### src/rtl/ifdc_pkg.sv
// Package with shared constants, codes and types of the information frame deframer.
`default_nettype none

package ifdc_pkg;

    localparam logic [7:0] FLAG_BYTE     = 8'h7E;
    localparam logic [7:0] ESC_BYTE      = 8'h7D;
    localparam logic [7:0] FLAG_SUB_BYTE = 8'h5E;
    localparam logic [7:0] ESC_SUB_BYTE  = 8'h5D;
    localparam logic [7:0] CTRL_SEQ1     = 8'h40;
    localparam logic [7:0] CTRL_SEQ0     = 8'h00;
    localparam logic [7:0] REPLY_ACK     = 8'h05;
    localparam logic [7:0] REPLY_REJ     = 8'h01;
    localparam logic [7:0] ADDR_RESET    = 8'h03;

    typedef enum logic [1:0] {
        KIND_DATA = 2'd0,
        KIND_GOOD = 2'd1,
        KIND_BAD  = 2'd2
    } kind_t;

    typedef enum logic [4:0] {
        ST_HUNT = 5'b00001,
        ST_FLAG = 5'b00010,
        ST_ADDR = 5'b00100,
        ST_CTRL = 5'b01000,
        ST_DATA = 5'b10000
    } state_t;

    typedef struct packed {
        state_t     state;
        logic       esc_pending;
        logic [7:0] held_byte;
        logic       held_valid;
        logic [7:0] running_xor;
        logic       esc_error;
        logic       expected_seq;
    } dfr_state_t;

    typedef struct packed {
        kind_t      kind;
        logic [7:0] byte_val;
        logic       seq_bit;
    } dfr_result_t;

endpackage

`default_nettype wire

### src/rtl/ifdc_step.sv
// Per-byte frame decode: next deframer state and the optional result for one byte.
`default_nettype none

module ifdc_step (
    input  wire ifdc_pkg::dfr_state_t cur,
    input  wire logic [7:0]           rx_byte,
    input  wire logic [7:0]           address_byte,
    output ifdc_pkg::dfr_state_t      nxt,
    output logic                      res_valid,
    output ifdc_pkg::dfr_result_t     res
);
    import ifdc_pkg::*;

    logic [7:0] ctrl_exp;
    state_t     miss_state;

    assign ctrl_exp   = cur.expected_seq ? CTRL_SEQ1 : CTRL_SEQ0;
    assign miss_state = (rx_byte == FLAG_BYTE) ? ST_FLAG : ST_HUNT;

    always_comb
    begin
        logic [7:0] value;
        logic       take;
        logic       good;
        kind_t      kind;
        logic [7:0] byte_val;

        nxt       = cur;
        res_valid = 1'b0;
        value     = rx_byte;
        take      = 1'b0;
        good      = 1'b0;
        kind      = KIND_DATA;
        byte_val  = cur.held_byte;

        unique case (cur.state)
            ST_HUNT:
            begin
                if (rx_byte == FLAG_BYTE)
                begin
                    nxt.state = ST_FLAG;
                end
            end
            ST_FLAG:
            begin
                // The address compare wins over the flag test.
                nxt.state = (rx_byte == address_byte) ? ST_ADDR : miss_state;
            end
            ST_ADDR:
            begin
                nxt.state = (rx_byte == ctrl_exp) ? ST_CTRL : miss_state;
            end
            ST_CTRL:
            begin
                if (rx_byte == (ctrl_exp ^ address_byte))
                begin
                    nxt.state       = ST_DATA;
                    nxt.esc_pending = 1'b0;
                    nxt.held_byte   = 8'h00;
                    nxt.held_valid  = 1'b0;
                    nxt.running_xor = 8'h00;
                    nxt.esc_error   = 1'b0;
                end
                else
                begin
                    nxt.state = miss_state;
                end
            end
            ST_DATA:
            begin
                if (rx_byte == FLAG_BYTE)
                begin
                    // Closing flag doubles as the next opening flag.
                    nxt.state       = ST_FLAG;
                    nxt.esc_pending = 1'b0;
                    if (cur.held_valid)
                    begin
                        good = !cur.esc_pending && !cur.esc_error
                               && (cur.held_byte == cur.running_xor);
                        res_valid = 1'b1;
                        if (good)
                        begin
                            nxt.expected_seq = ~cur.expected_seq;
                            kind             = KIND_GOOD;
                            byte_val         = REPLY_ACK;
                        end
                        else
                        begin
                            kind     = KIND_BAD;
                            byte_val = REPLY_REJ;
                        end
                    end
                end
                else if (cur.esc_pending)
                begin
                    nxt.esc_pending = 1'b0;
                    take            = 1'b1;
                    if (rx_byte == FLAG_SUB_BYTE)
                    begin
                        value = FLAG_BYTE;
                    end
                    else if (rx_byte == ESC_SUB_BYTE)
                    begin
                        value = ESC_BYTE;
                    end
                    else
                    begin
                        // A bad escape keeps the byte literally and spoils the frame.
                        nxt.esc_error = 1'b1;
                    end
                end
                else if (rx_byte == ESC_BYTE)
                begin
                    nxt.esc_pending = 1'b1;
                end
                else
                begin
                    take = 1'b1;
                end

                if (take)
                begin
                    nxt.held_byte  = value;
                    nxt.held_valid = 1'b1;
                    if (cur.held_valid)
                    begin
                        nxt.running_xor = cur.running_xor ^ cur.held_byte;
                        res_valid       = 1'b1;
                    end
                end
            end
            default:
            begin
                nxt.state = ST_HUNT;
            end
        endcase

        res.kind     = kind;
        res.byte_val = byte_val;
        res.seq_bit  = nxt.expected_seq;
    end

endmodule

`default_nettype wire

### config.mk
export PLATFORM = sky130hd
export DESIGN_NAME = ifdc_step
export DESIGN_NICKNAME = d
export VERILOG_FILES = /design/src/rtl/ifdc_pkg.sv /design/src/rtl/ifdc_step.sv
export SDC_FILE = /design/constraint.sdc
export NUM_CORES = 1
export LEC_CHECK = 0
export ABC_AREA = 1
export BUFFER_PORTS_ARGS = -buffer_cell sky130_fd_sc_hd__buf_4
export CORE_MARGIN = 3
export CORE_UTILIZATION = 43
export DETAILED_ROUTE_END_ITERATION = 7
export PLACE_DENSITY = 0.88
export REMOVE_ABC_BUFFERS = 1
export SLEW_MARGIN = 10
export SYNTH_ARGS = -nofsm -noshare
export SYNTH_HDL_FRONTEND = slang
export SYNTH_SLANG_ARGS = --single-unit
### constraint.sdc
create_clock -name vclk -period 1.78
set_input_delay 0.178 -clock vclk [all_inputs]
set_output_delay 0.178 -clock vclk [all_outputs]
set_load 0.02 [all_outputs]
==> impl_metrics.prom, run 1 <==
# TYPE chip_impl_metric gauge
chip_impl_metric{name="seq_area",unit="sq um"} 0
chip_impl_info{name="mostFrequentLayoutCell",value="buf_4"} 1
chip_impl_metric{name="grt_antenna_before_repair",unit=""} 0
chip_impl_metric{name="vias_per_cell",unit=""} 5.08
chip_impl_metric{name="maxSlewHeadroom",unit=""} 0.788
chip_impl_metric{name="worst_case_setup_margin_in_the_final_layout",unit="ps"} 102
chip_impl_metric{name="area_of_all_placed_cells_without_fillers",unit="sq um"} 1710
chip_impl_metric{name="antenna_violating_nets_post_route",unit=""} 0
chip_impl_metric{name="numSequentialCells",unit=""} 0
chip_impl_metric{name="dp.final_hpwl",unit="microns"} 3170
chip_impl_metric{name="final-max-slew-violation-count",unit=""} 0
chip_impl_metric{name="maxCapViolCount",unit=""} 0
chip_impl_metric{name="io-pin-count",unit=""} 78
chip_impl_metric{name="cellLeakagePower",unit="nW"} 0.995
chip_impl_metric{name="detail_route.wirelength",unit="microns"} 3760
chip_impl_metric{name="filler_cell_count",unit=""} 214
chip_impl_metric{name="dp_worst_setup_slack",unit="ps"} 94.1
chip_impl_info{name="hp-start",value="rx_byte[0]"} 1
chip_impl_metric{name="syn-cell-area",unit="sq um"} 1050
chip_impl_metric{name="routedWlPerCell",unit="microns"} 12.1
chip_impl_metric{name="min_delay_path_depth",unit=""} 4
chip_impl_metric{name="placement.cell_area",unit="sq um"} 1700
chip_impl_metric{name="final_util",unit=""} 0.749
chip_impl_metric{name="detail_route.first_pass.iterations",unit=""} 4
chip_impl_info{name="timing.critical_path.from_type",value="primary input"} 1
chip_impl_info{name="critPathSlowestCell",value="buf_4"} 1
chip_impl_metric{name="maximum_number_of_pins_on_one_net_before_global_route_repair",unit=""} 21
chip_impl_metric{name="layout-area-overhead-vs-synth",unit="%"} 61.9
chip_impl_metric{name="final_hold_viol_count",unit=""} 0
chip_impl_metric{name="site_row_count",unit=""} 17
chip_impl_info{name="timing.hold.worst_endpoint",value="nxt[11]"} 1
chip_impl_metric{name="synth_cell_type_count",unit=""} 27
chip_impl_metric{name="port_buffers",unit=""} 78
chip_impl_metric{name="final_net_count",unit=""} 326
chip_impl_metric{name="detailroute.via_count",unit=""} 1581
chip_impl_metric{name="delay_of_the_slowest_cell_on_the_worst_path",unit="ps"} 180
chip_impl_metric{name="fp.dieArea",unit="sq um"} 3080
chip_impl_info{name="timing.hold.worst.class",value="in -> out"} 1
chip_impl_info{name="worst-setup-path-type",value="in -> out"} 1
chip_impl_metric{name="n_clock_buffer",unit=""} 0
chip_impl_metric{name="worstMarginPinSlew",unit="ps"} 318
chip_impl_metric{name="first_iter_violations",unit=""} 25
chip_impl_metric{name="critPathArrivalTime",unit="ps"} 1500
chip_impl_metric{name="start_util",unit=""} 0.463
chip_impl_metric{name="pwr_density_cell",unit="nW/um^2"} 219
chip_impl_metric{name="number_of_buffers_inserted_by_hold_repair_at_cts",unit=""} 0
chip_impl_metric{name="syn-mean-instance-area",unit="sq um"} 5.19
chip_impl_info{name="timing.critical_path.cells",value="buf_4 > inv_1 > nand4_1 > inv_2 > nand2_4 > nand2_2 > inv_2 > nand3_4 > nand3_1 > o21ai_0 > buf_4"} 1
chip_impl_info{name="worstSetupStartpoint",value="rx_byte[0]"} 1
chip_impl_metric{name="drc",unit=""} 0
chip_impl_metric{name="whs",unit="ps"} 676
chip_impl_metric{name="critical_path_required",unit="ps"} 1600
chip_impl_metric{name="final_period_minus_worst_setup_slack",unit="ps"} 1680
chip_impl_metric{name="first_global_vias",unit=""} 1564
chip_impl_info{name="worst_setup_path_end_kind",value="output port"} 1
chip_impl_metric{name="post-route-period-util",unit=""} 0.942
chip_impl_metric{name="yosysSeqAreaShare",unit=""} 0
chip_impl_info{name="outcome",value="completed"} 1
chip_impl_metric{name="yosysWarnings",unit=""} 0
chip_impl_metric{name="finalSetupViolCount",unit=""} 0
chip_impl_metric{name="crit_path_max_fanout",unit=""} 9
chip_impl_metric{name="placeableCoreArea",unit="sq um"} 2280
chip_impl_metric{name="post_route_cells_drive_above_1_share",unit=""} 0.364
chip_impl_metric{name="syn_inst",unit=""} 203
chip_impl_metric{name="grt_first_pass_wirelength",unit="microns"} 6330
chip_impl_metric{name="die_width",unit="microns"} 55.5
chip_impl_info{name="most_frequent_cells_in_the_layout",value="buf_4, nand2_1, nand3_1, inv_1, nor2_1"} 1
chip_impl_metric{name="chip_height",unit="microns"} 55.5
chip_impl_metric{name="max-vdd-ir-drop",unit="V"} 0.000179
chip_impl_metric{name="globalplace.congestion",unit=""} 0.907
chip_impl_metric{name="overflow",unit=""} 0
chip_impl_metric{name="maximum_clock_frequency",unit="MHz"} 596
chip_impl_metric{name="cts.repair_timing.setup_buffer_count",unit=""} 0
chip_impl_metric{name="insertedDiodeCount",unit=""} 0
chip_impl_metric{name="global_route.usage.total",unit=""} 0.234
chip_impl_metric{name="total_power",unit="mW"} 0.374
power by group:
| group | leakage [nW] | total [mW] | switching, mW | internal, mW |
|---|---|---|---|---|
| combinational | 0.995 | 0.374 | 0.199 | 0.175 |
| clock | 0 | 0 | 0 | 0 |
| sequential | 0 | 0 | 0 | 0 |
| total | 0.995 | 0.374 | 0.199 | 0.175 |
worst max-delay path, delay by kind of cell:
| kind | cells | cell delay [ps] |
|---|---|---|
| compound gates | 1 | 100 |
| buf+inv | 5 | 660 |
| simple gates | 5 | 570 |
worst max path at each step:
stage	slack, ps	cells past startpoint	to
2_1_floorplan	60	6	nxt[3]
3_3_place_gp	140	9	nxt[17]
3_5_place_dp	90	10	nxt[5]
4_1_cts	90	10	nxt[5]
5_1_grt	-8	10	nxt[17]
6_report	100	11	nxt[6]
routing by layer:
metal  vias to the layer above  wire (microns)  track usage
met5                         -               0            0
met3                         2             252       0.0304
met2                        51            1880        0.446
met4                         0               8       0.0347
li1                        818               -            -
met1                       710            1620        0.280
kinds of logic after synthesis:
| family | after synthesis | synth area share |
|---|---|---|
| and+or+nand+nor | 129 | 0.621 |
| xor gates and xnor gates | 14 | 0.124 |
| AOI/OAI and AO/OA | 22 | 0.114 |
| buffers and inverters | 38 | 0.141 |
cell usage after synthesis, drive strengths merged:
| library cell | count | share of area |
|---|---|---|
| o21ai | 16 | 0.076 |
| a21oi | 2 | 0.0095 |
| nand3 | 36 | 0.21 |
| nor2 | 27 | 0.10 |
| nor3 | 4 | 0.030 |
| buf | 4 | 0.020 |
| xor2 | 1 | 0.0083 |
| o21bai | 4 | 0.029 |
| or2 | 2 | 0.012 |
| inv | 34 | 0.12 |
| nand3b | 5 | 0.036 |
| nor4 | 1 | 0.012 |
| nand2 | 48 | 0.18 |
| nand4 | 6 | 0.042 |
| xnor2 | 13 | 0.12 |
timing repair:
action / in CTS / in global routing
endpoints found under the hold margin: 0 / 0
endpoints found under the setup margin: 0 / 6
resized for setup: 0 / 2
final cells by class:
class | instances | area [sq um] | area share
Tap cell | 28 | 35.0 | 0.0205
Multi-Input combinational cell | 165 | 912 | 0.535
Timing Repair Buffer | 84 | 631 | 0.370
Inverter | 34 | 128 | 0.0748
stage by stage:
step	TNS, ps	instances
floorplan	0	199
global placement	0	311
detailed placement	0	311
CTS	0	311
global route	-11.6	311
finish	0	311
Note: power is estimated with default switching activity, not from simulation.
==> run 2, diff against run 1 <==
Settings changed: ABC_AREA 1 to not set, CORE_UTILIZATION 43 to 42.
==> impl_metrics.prom, run 2 <==
# TYPE chip_impl_metric gauge
chip_impl_metric{name="number_of_buffers_inserted_by_hold_repair_at_cts",unit=""} 0
chip_impl_info{name="dominant_cell_by_count_in_the_synthesized_netlist",value="nand2_1"} 1
chip_impl_metric{name="synth_cell_type_count",unit=""} 47
chip_impl_metric{name="syn-cell-area",unit="sq um"} 973
chip_impl_metric{name="io-pin-count",unit=""} 78
chip_impl_metric{name="globalplace.congestion",unit=""} 0.901
chip_impl_metric{name="syn-mean-instance-area",unit="sq um"} 6.62
chip_impl_info{name="post_synth_main_area_contributors",value="xnor2_1, nand2_1, nor2b_1, o21ai_0, a31oi_1"} 1
chip_impl_info{name="worstEpCategory",value="top-level output"} 1
chip_impl_metric{name="port_buffers",unit=""} 78
chip_impl_info{name="synth_common_cells",value="nand2_1, xnor2_1, nor2_1, o21ai_0, nor2b_1"} 1
chip_impl_metric{name="site_row_count",unit=""} 16
chip_impl_metric{name="start_util",unit=""} 0.468
chip_impl_metric{name="dp.final_hpwl",unit="microns"} 3360
chip_impl_metric{name="netlist.area_leader.share",unit=""} 0.144
chip_impl_info{name="repair-timing-grt-worst-ep",value="nxt[9]"} 1
chip_impl_info{name="tool.error",value="[ERROR DPL-0038] Utilization greater than 100%, impossible to legalize"} 1
chip_impl_metric{name="yosysSeqAreaShare",unit=""} 0
chip_impl_info{name="synth_largest_area_cell",value="xnor2_1"} 1
chip_impl_metric{name="maximum_number_of_pins_on_one_net_before_global_route_repair",unit=""} 10
chip_impl_metric{name="chip_height",unit="microns"} 54.1
chip_impl_metric{name="placement.cell_area",unit="sq um"} 1760
chip_impl_metric{name="yosysWarnings",unit=""} 0
chip_impl_metric{name="syn_inst",unit=""} 147
chip_impl_metric{name="die_width",unit="microns"} 54.1
chip_impl_info{name="outcome",value="did not finish"} 1
chip_impl_info{name="haltStage",value="global routing"} 1
chip_impl_metric{name="placed_cells",unit=""} 274
-- run 2: cell types whose count changed after synthesis, sizes merged, moves of 6 or more --
cell and delta:
nor2 -16, nand3 -32, inv -31, nor2b +10, nand2 -26, o21ai -6, nand2b +6, a31oi +6
-- run 2: per-stage QoR --
stage,setup TNS [ps],setup WS [ps],utilization,hold WS (ps)
after global placement,-632,-120,0.847,665
after floorplan,-498,-215,-,498
after detailed placement,-987,-137,0.847,665
after CTS,-65.1,-52.9,0.941,666
-- run 2: kinds of logic after synthesis --
group / after synthesis / share of synthesized area
multiplexers: 4 / 0.0437
AND/OR/NAND/NOR: 82 / 0.486
XOR/XNOR: 20 / 0.188
AO/OA/AOI/OAI: 33 / 0.239
buffers and inverters: 8 / 0.0437
-- run 2: repair_timing --
action | 4_1_cts
gates resized for setup | 24
hold endpoints to repair | 0
setup endpoints to repair | 19
setup buffers | 11
gates cloned | 0
pin swaps | 11
==> run 3, diff against run 2 <==
Settings changed: CORE_AREA set to 3 3 64 66, CORE_MARGIN 3 to not set, CORE_UTILIZATION 42 to not set, DIE_AREA set to 0 0 67 69, PLACE_DENSITY 0.88 to not set, PLACE_DENSITY_LB_ADDON set to 0.15.
==> impl_metrics.prom, run 3 <==
# TYPE chip_impl_metric gauge
chip_impl_metric{name="vias_per_cell",unit=""} 4.80
chip_impl_metric{name="critical_path_required",unit="ps"} 1600
chip_impl_metric{name="n_clock_buffer",unit=""} 0
chip_impl_metric{name="drc",unit=""} 0
chip_impl_metric{name="maximum_clock_frequency",unit="MHz"} 559
chip_impl_metric{name="whs",unit="ps"} 664
chip_impl_metric{name="critical_path_cell_count",unit=""} 9
chip_impl_metric{name="start_util",unit=""} 0.268
chip_impl_metric{name="min_delay_path_depth",unit=""} 3
chip_impl_metric{name="post-route-period-util",unit=""} 1.00
chip_impl_metric{name="finalSetupViolCount",unit=""} 3
chip_impl_metric{name="final_net_count",unit=""} 307
chip_impl_metric{name="dp.final_hpwl",unit="microns"} 3370
chip_impl_info{name="hp-start",value="cur[7]"} 1
chip_impl_metric{name="crit_path_max_fanout",unit=""} 5
chip_impl_info{name="dominant_cell_by_count_in_the_synthesized_netlist",value="nand2_1"} 1
chip_impl_metric{name="worst_case_setup_margin_in_the_final_layout",unit="ps"} -8.06
chip_impl_metric{name="fp.dieArea",unit="sq um"} 4620
chip_impl_metric{name="syn-cell-area",unit="sq um"} 973
chip_impl_info{name="worst-setup-path-type",value="in -> out"} 1
chip_impl_metric{name="max-vdd-ir-drop",unit="V"} 0.0000939
chip_impl_info{name="setup_repair_after_global_routing_missed_its_margin",value="yes"} 1
chip_impl_metric{name="io-pin-count",unit=""} 78
chip_impl_metric{name="placeableCoreArea",unit="sq um"} 3630
chip_impl_metric{name="grt_antenna_before_repair",unit=""} 0
chip_impl_metric{name="yosysSeqAreaShare",unit=""} 0
chip_impl_info{name="worst_setup_path_end_kind",value="output port"} 1
chip_impl_metric{name="final_util",unit=""} 0.584
chip_impl_metric{name="first_iter_violations",unit=""} 30
chip_impl_info{name="critPathSlowestCell",value="a221o_1"} 1
chip_impl_metric{name="overflow",unit=""} 0
chip_impl_metric{name="netlist.area_leader.share",unit=""} 0.144
chip_impl_metric{name="antenna_violating_nets_post_route",unit=""} 0
chip_impl_metric{name="die_width",unit="microns"} 67
chip_impl_info{name="mostFrequentLayoutCell",value="buf_4"} 1
chip_impl_metric{name="globalplace.congestion",unit=""} 0.781
chip_impl_metric{name="detail_route.wirelength",unit="microns"} 4140
chip_impl_metric{name="maximum_number_of_pins_on_one_net_before_global_route_repair",unit=""} 10
chip_impl_metric{name="port_buffers",unit=""} 78
chip_impl_metric{name="final_hold_viol_count",unit=""} 0
chip_impl_metric{name="detail_route.first_pass.iterations",unit=""} 4
chip_impl_metric{name="placed_cells",unit=""} 305
chip_impl_metric{name="site_row_count",unit=""} 22
chip_impl_info{name="outcome",value="complete, but fails checks"} 1
chip_impl_metric{name="detailroute.via_count",unit=""} 1499
chip_impl_metric{name="number_of_buffers_inserted_by_hold_repair_at_cts",unit=""} 0
chip_impl_metric{name="seq_area",unit="sq um"} 0
chip_impl_info{name="synth_largest_area_cell",value="xnor2_1"} 1
chip_impl_info{name="most_frequent_cells_in_the_layout",value="buf_4, nand2_1, buf_6, o21ai_0, nor2b_1"} 1
chip_impl_metric{name="worstMarginPinSlew",unit="ps"} 255
chip_impl_metric{name="routedWlPerCell",unit="microns"} 13.3
chip_impl_info{name="critPathMostFrequentCell",value="buf_6"} 1
chip_impl_metric{name="post_route_cells_drive_above_1_share",unit=""} 0.583
chip_impl_metric{name="critPathArrivalTime",unit="ps"} 1610
chip_impl_metric{name="global_route.usage.total",unit=""} 0.166
chip_impl_metric{name="first_global_vias",unit=""} 1409
chip_impl_metric{name="yosysWarnings",unit=""} 0
chip_impl_metric{name="final_period_minus_worst_setup_slack",unit="ps"} 1790
chip_impl_info{name="timing.critical_path.cells",value="buf_6 > buf_6 > xnor2_4 > nand3_2 > nor4_4 > buf_4 > nor2_4 > a221o_1 > buf_6"} 1
chip_impl_metric{name="cellLeakagePower",unit="nW"} 1.02
chip_impl_metric{name="syn-mean-instance-area",unit="sq um"} 6.62
chip_impl_metric{name="insertedDiodeCount",unit=""} 0
chip_impl_metric{name="layout-area-overhead-vs-synth",unit="%"} 118
chip_impl_info{name="worstSetupStartpoint",value="rx_byte[7]"} 1
chip_impl_metric{name="synth_cell_type_count",unit=""} 47
chip_impl_info{name="timing.hold.worst.class",value="in -> out"} 1
chip_impl_info{name="timing.critical_path.from_type",value="primary input"} 1
chip_impl_metric{name="pwr_density_cell",unit="nW/um^2"} 218
chip_impl_metric{name="maxCapViolCount",unit=""} 0
chip_impl_metric{name="layoutNonFillerInstCount",unit=""} 312
chip_impl_metric{name="maxSlewHeadroom",unit=""} 0.828
chip_impl_metric{name="grt_first_pass_wirelength",unit="microns"} 6450
chip_impl_info{name="crit_family",value="buffers and inverters"} 1
chip_impl_info{name="post_synth_main_area_contributors",value="xnor2_1, nand2_1, nor2b_1, o21ai_0, a31oi_1"} 1
chip_impl_metric{name="final-max-slew-violation-count",unit=""} 0
chip_impl_metric{name="critical_path_buf_inv_count",unit=""} 4
chip_impl_info{name="synth_common_cells",value="nand2_1, xnor2_1, nor2_1, o21ai_0, nor2b_1"} 1
chip_impl_metric{name="delay_of_the_slowest_cell_on_the_worst_path",unit="ps"} 320
chip_impl_info{name="violations_in_the_final_reports",value="negative setup slack"} 1
chip_impl_metric{name="syn_inst",unit=""} 147
chip_impl_metric{name="total_power",unit="mW"} 0.462
chip_impl_metric{name="numSequentialCells",unit=""} 0
chip_impl_metric{name="chip_height",unit="microns"} 69
==> run 3: cell counts after synthesis <==
Identical to the previous run, type by type.
==> run 3: area by class of cell <==
cell class / instances / area (sq um)
fill: 368 / 1510
tap: 48 / 60.1
inverter: 3 / 11.3
multi-input combinational: 139 / 1090
timing repair buffer: 122 / 961
==> run 3: metal layers <==
metal	up-vias	share of wire	track usage
li1	776	-	-
met1	676	0.43	0.222
met4	0	0	0
met2	47	0.49	0.294
met3	0	0.076	0.0244
met5	-	0	0
==> run 3: worst paths after layout <==
kind	end	slack (ps)
setup / recovery	nxt[8]	-8
hold / removal	nxt[7]	660
==> run 3: power breakdown <==
group | internal [mW] | switching (mW)
clock | 0 | 0
sequential | 0 | 0
combinational | 0.249 | 0.213
total | 0.249 | 0.213
==> run 3: through the flow <==
| step | area, sq um | TNS [ps] | setup slack [ps] |
|---|---|---|---|
| detailed placement | 1870 | -816 | -136 |
| global placement | 1870 | -505 | -84.4 |
| floorplan | 942 | -498 | -215 |
| CTS | 2020 | -4.43 | -2.60 |
| global route | 2120 | -589 | -104 |
| finish | 2120 | -18.0 | -8.06 |
==> run 3: kinds of logic after synthesis <==
logic type,Yosys count,share of synthesized area
compound gates,33,0.239
simple gates,82,0.486
buf+inv,8,0.0437
mux,4,0.0437
xor+xnor,20,0.188
==> run 3: what timing repair did <==
action | CTS | global route
hold endpoints to repair | 0 | 0
setup endpoints to repair | 14 | 22
pin swaps | 10 | 9
resized for setup | 21 | 18
gates cloned | 0 | 0
buffers inserted | 5 | 2
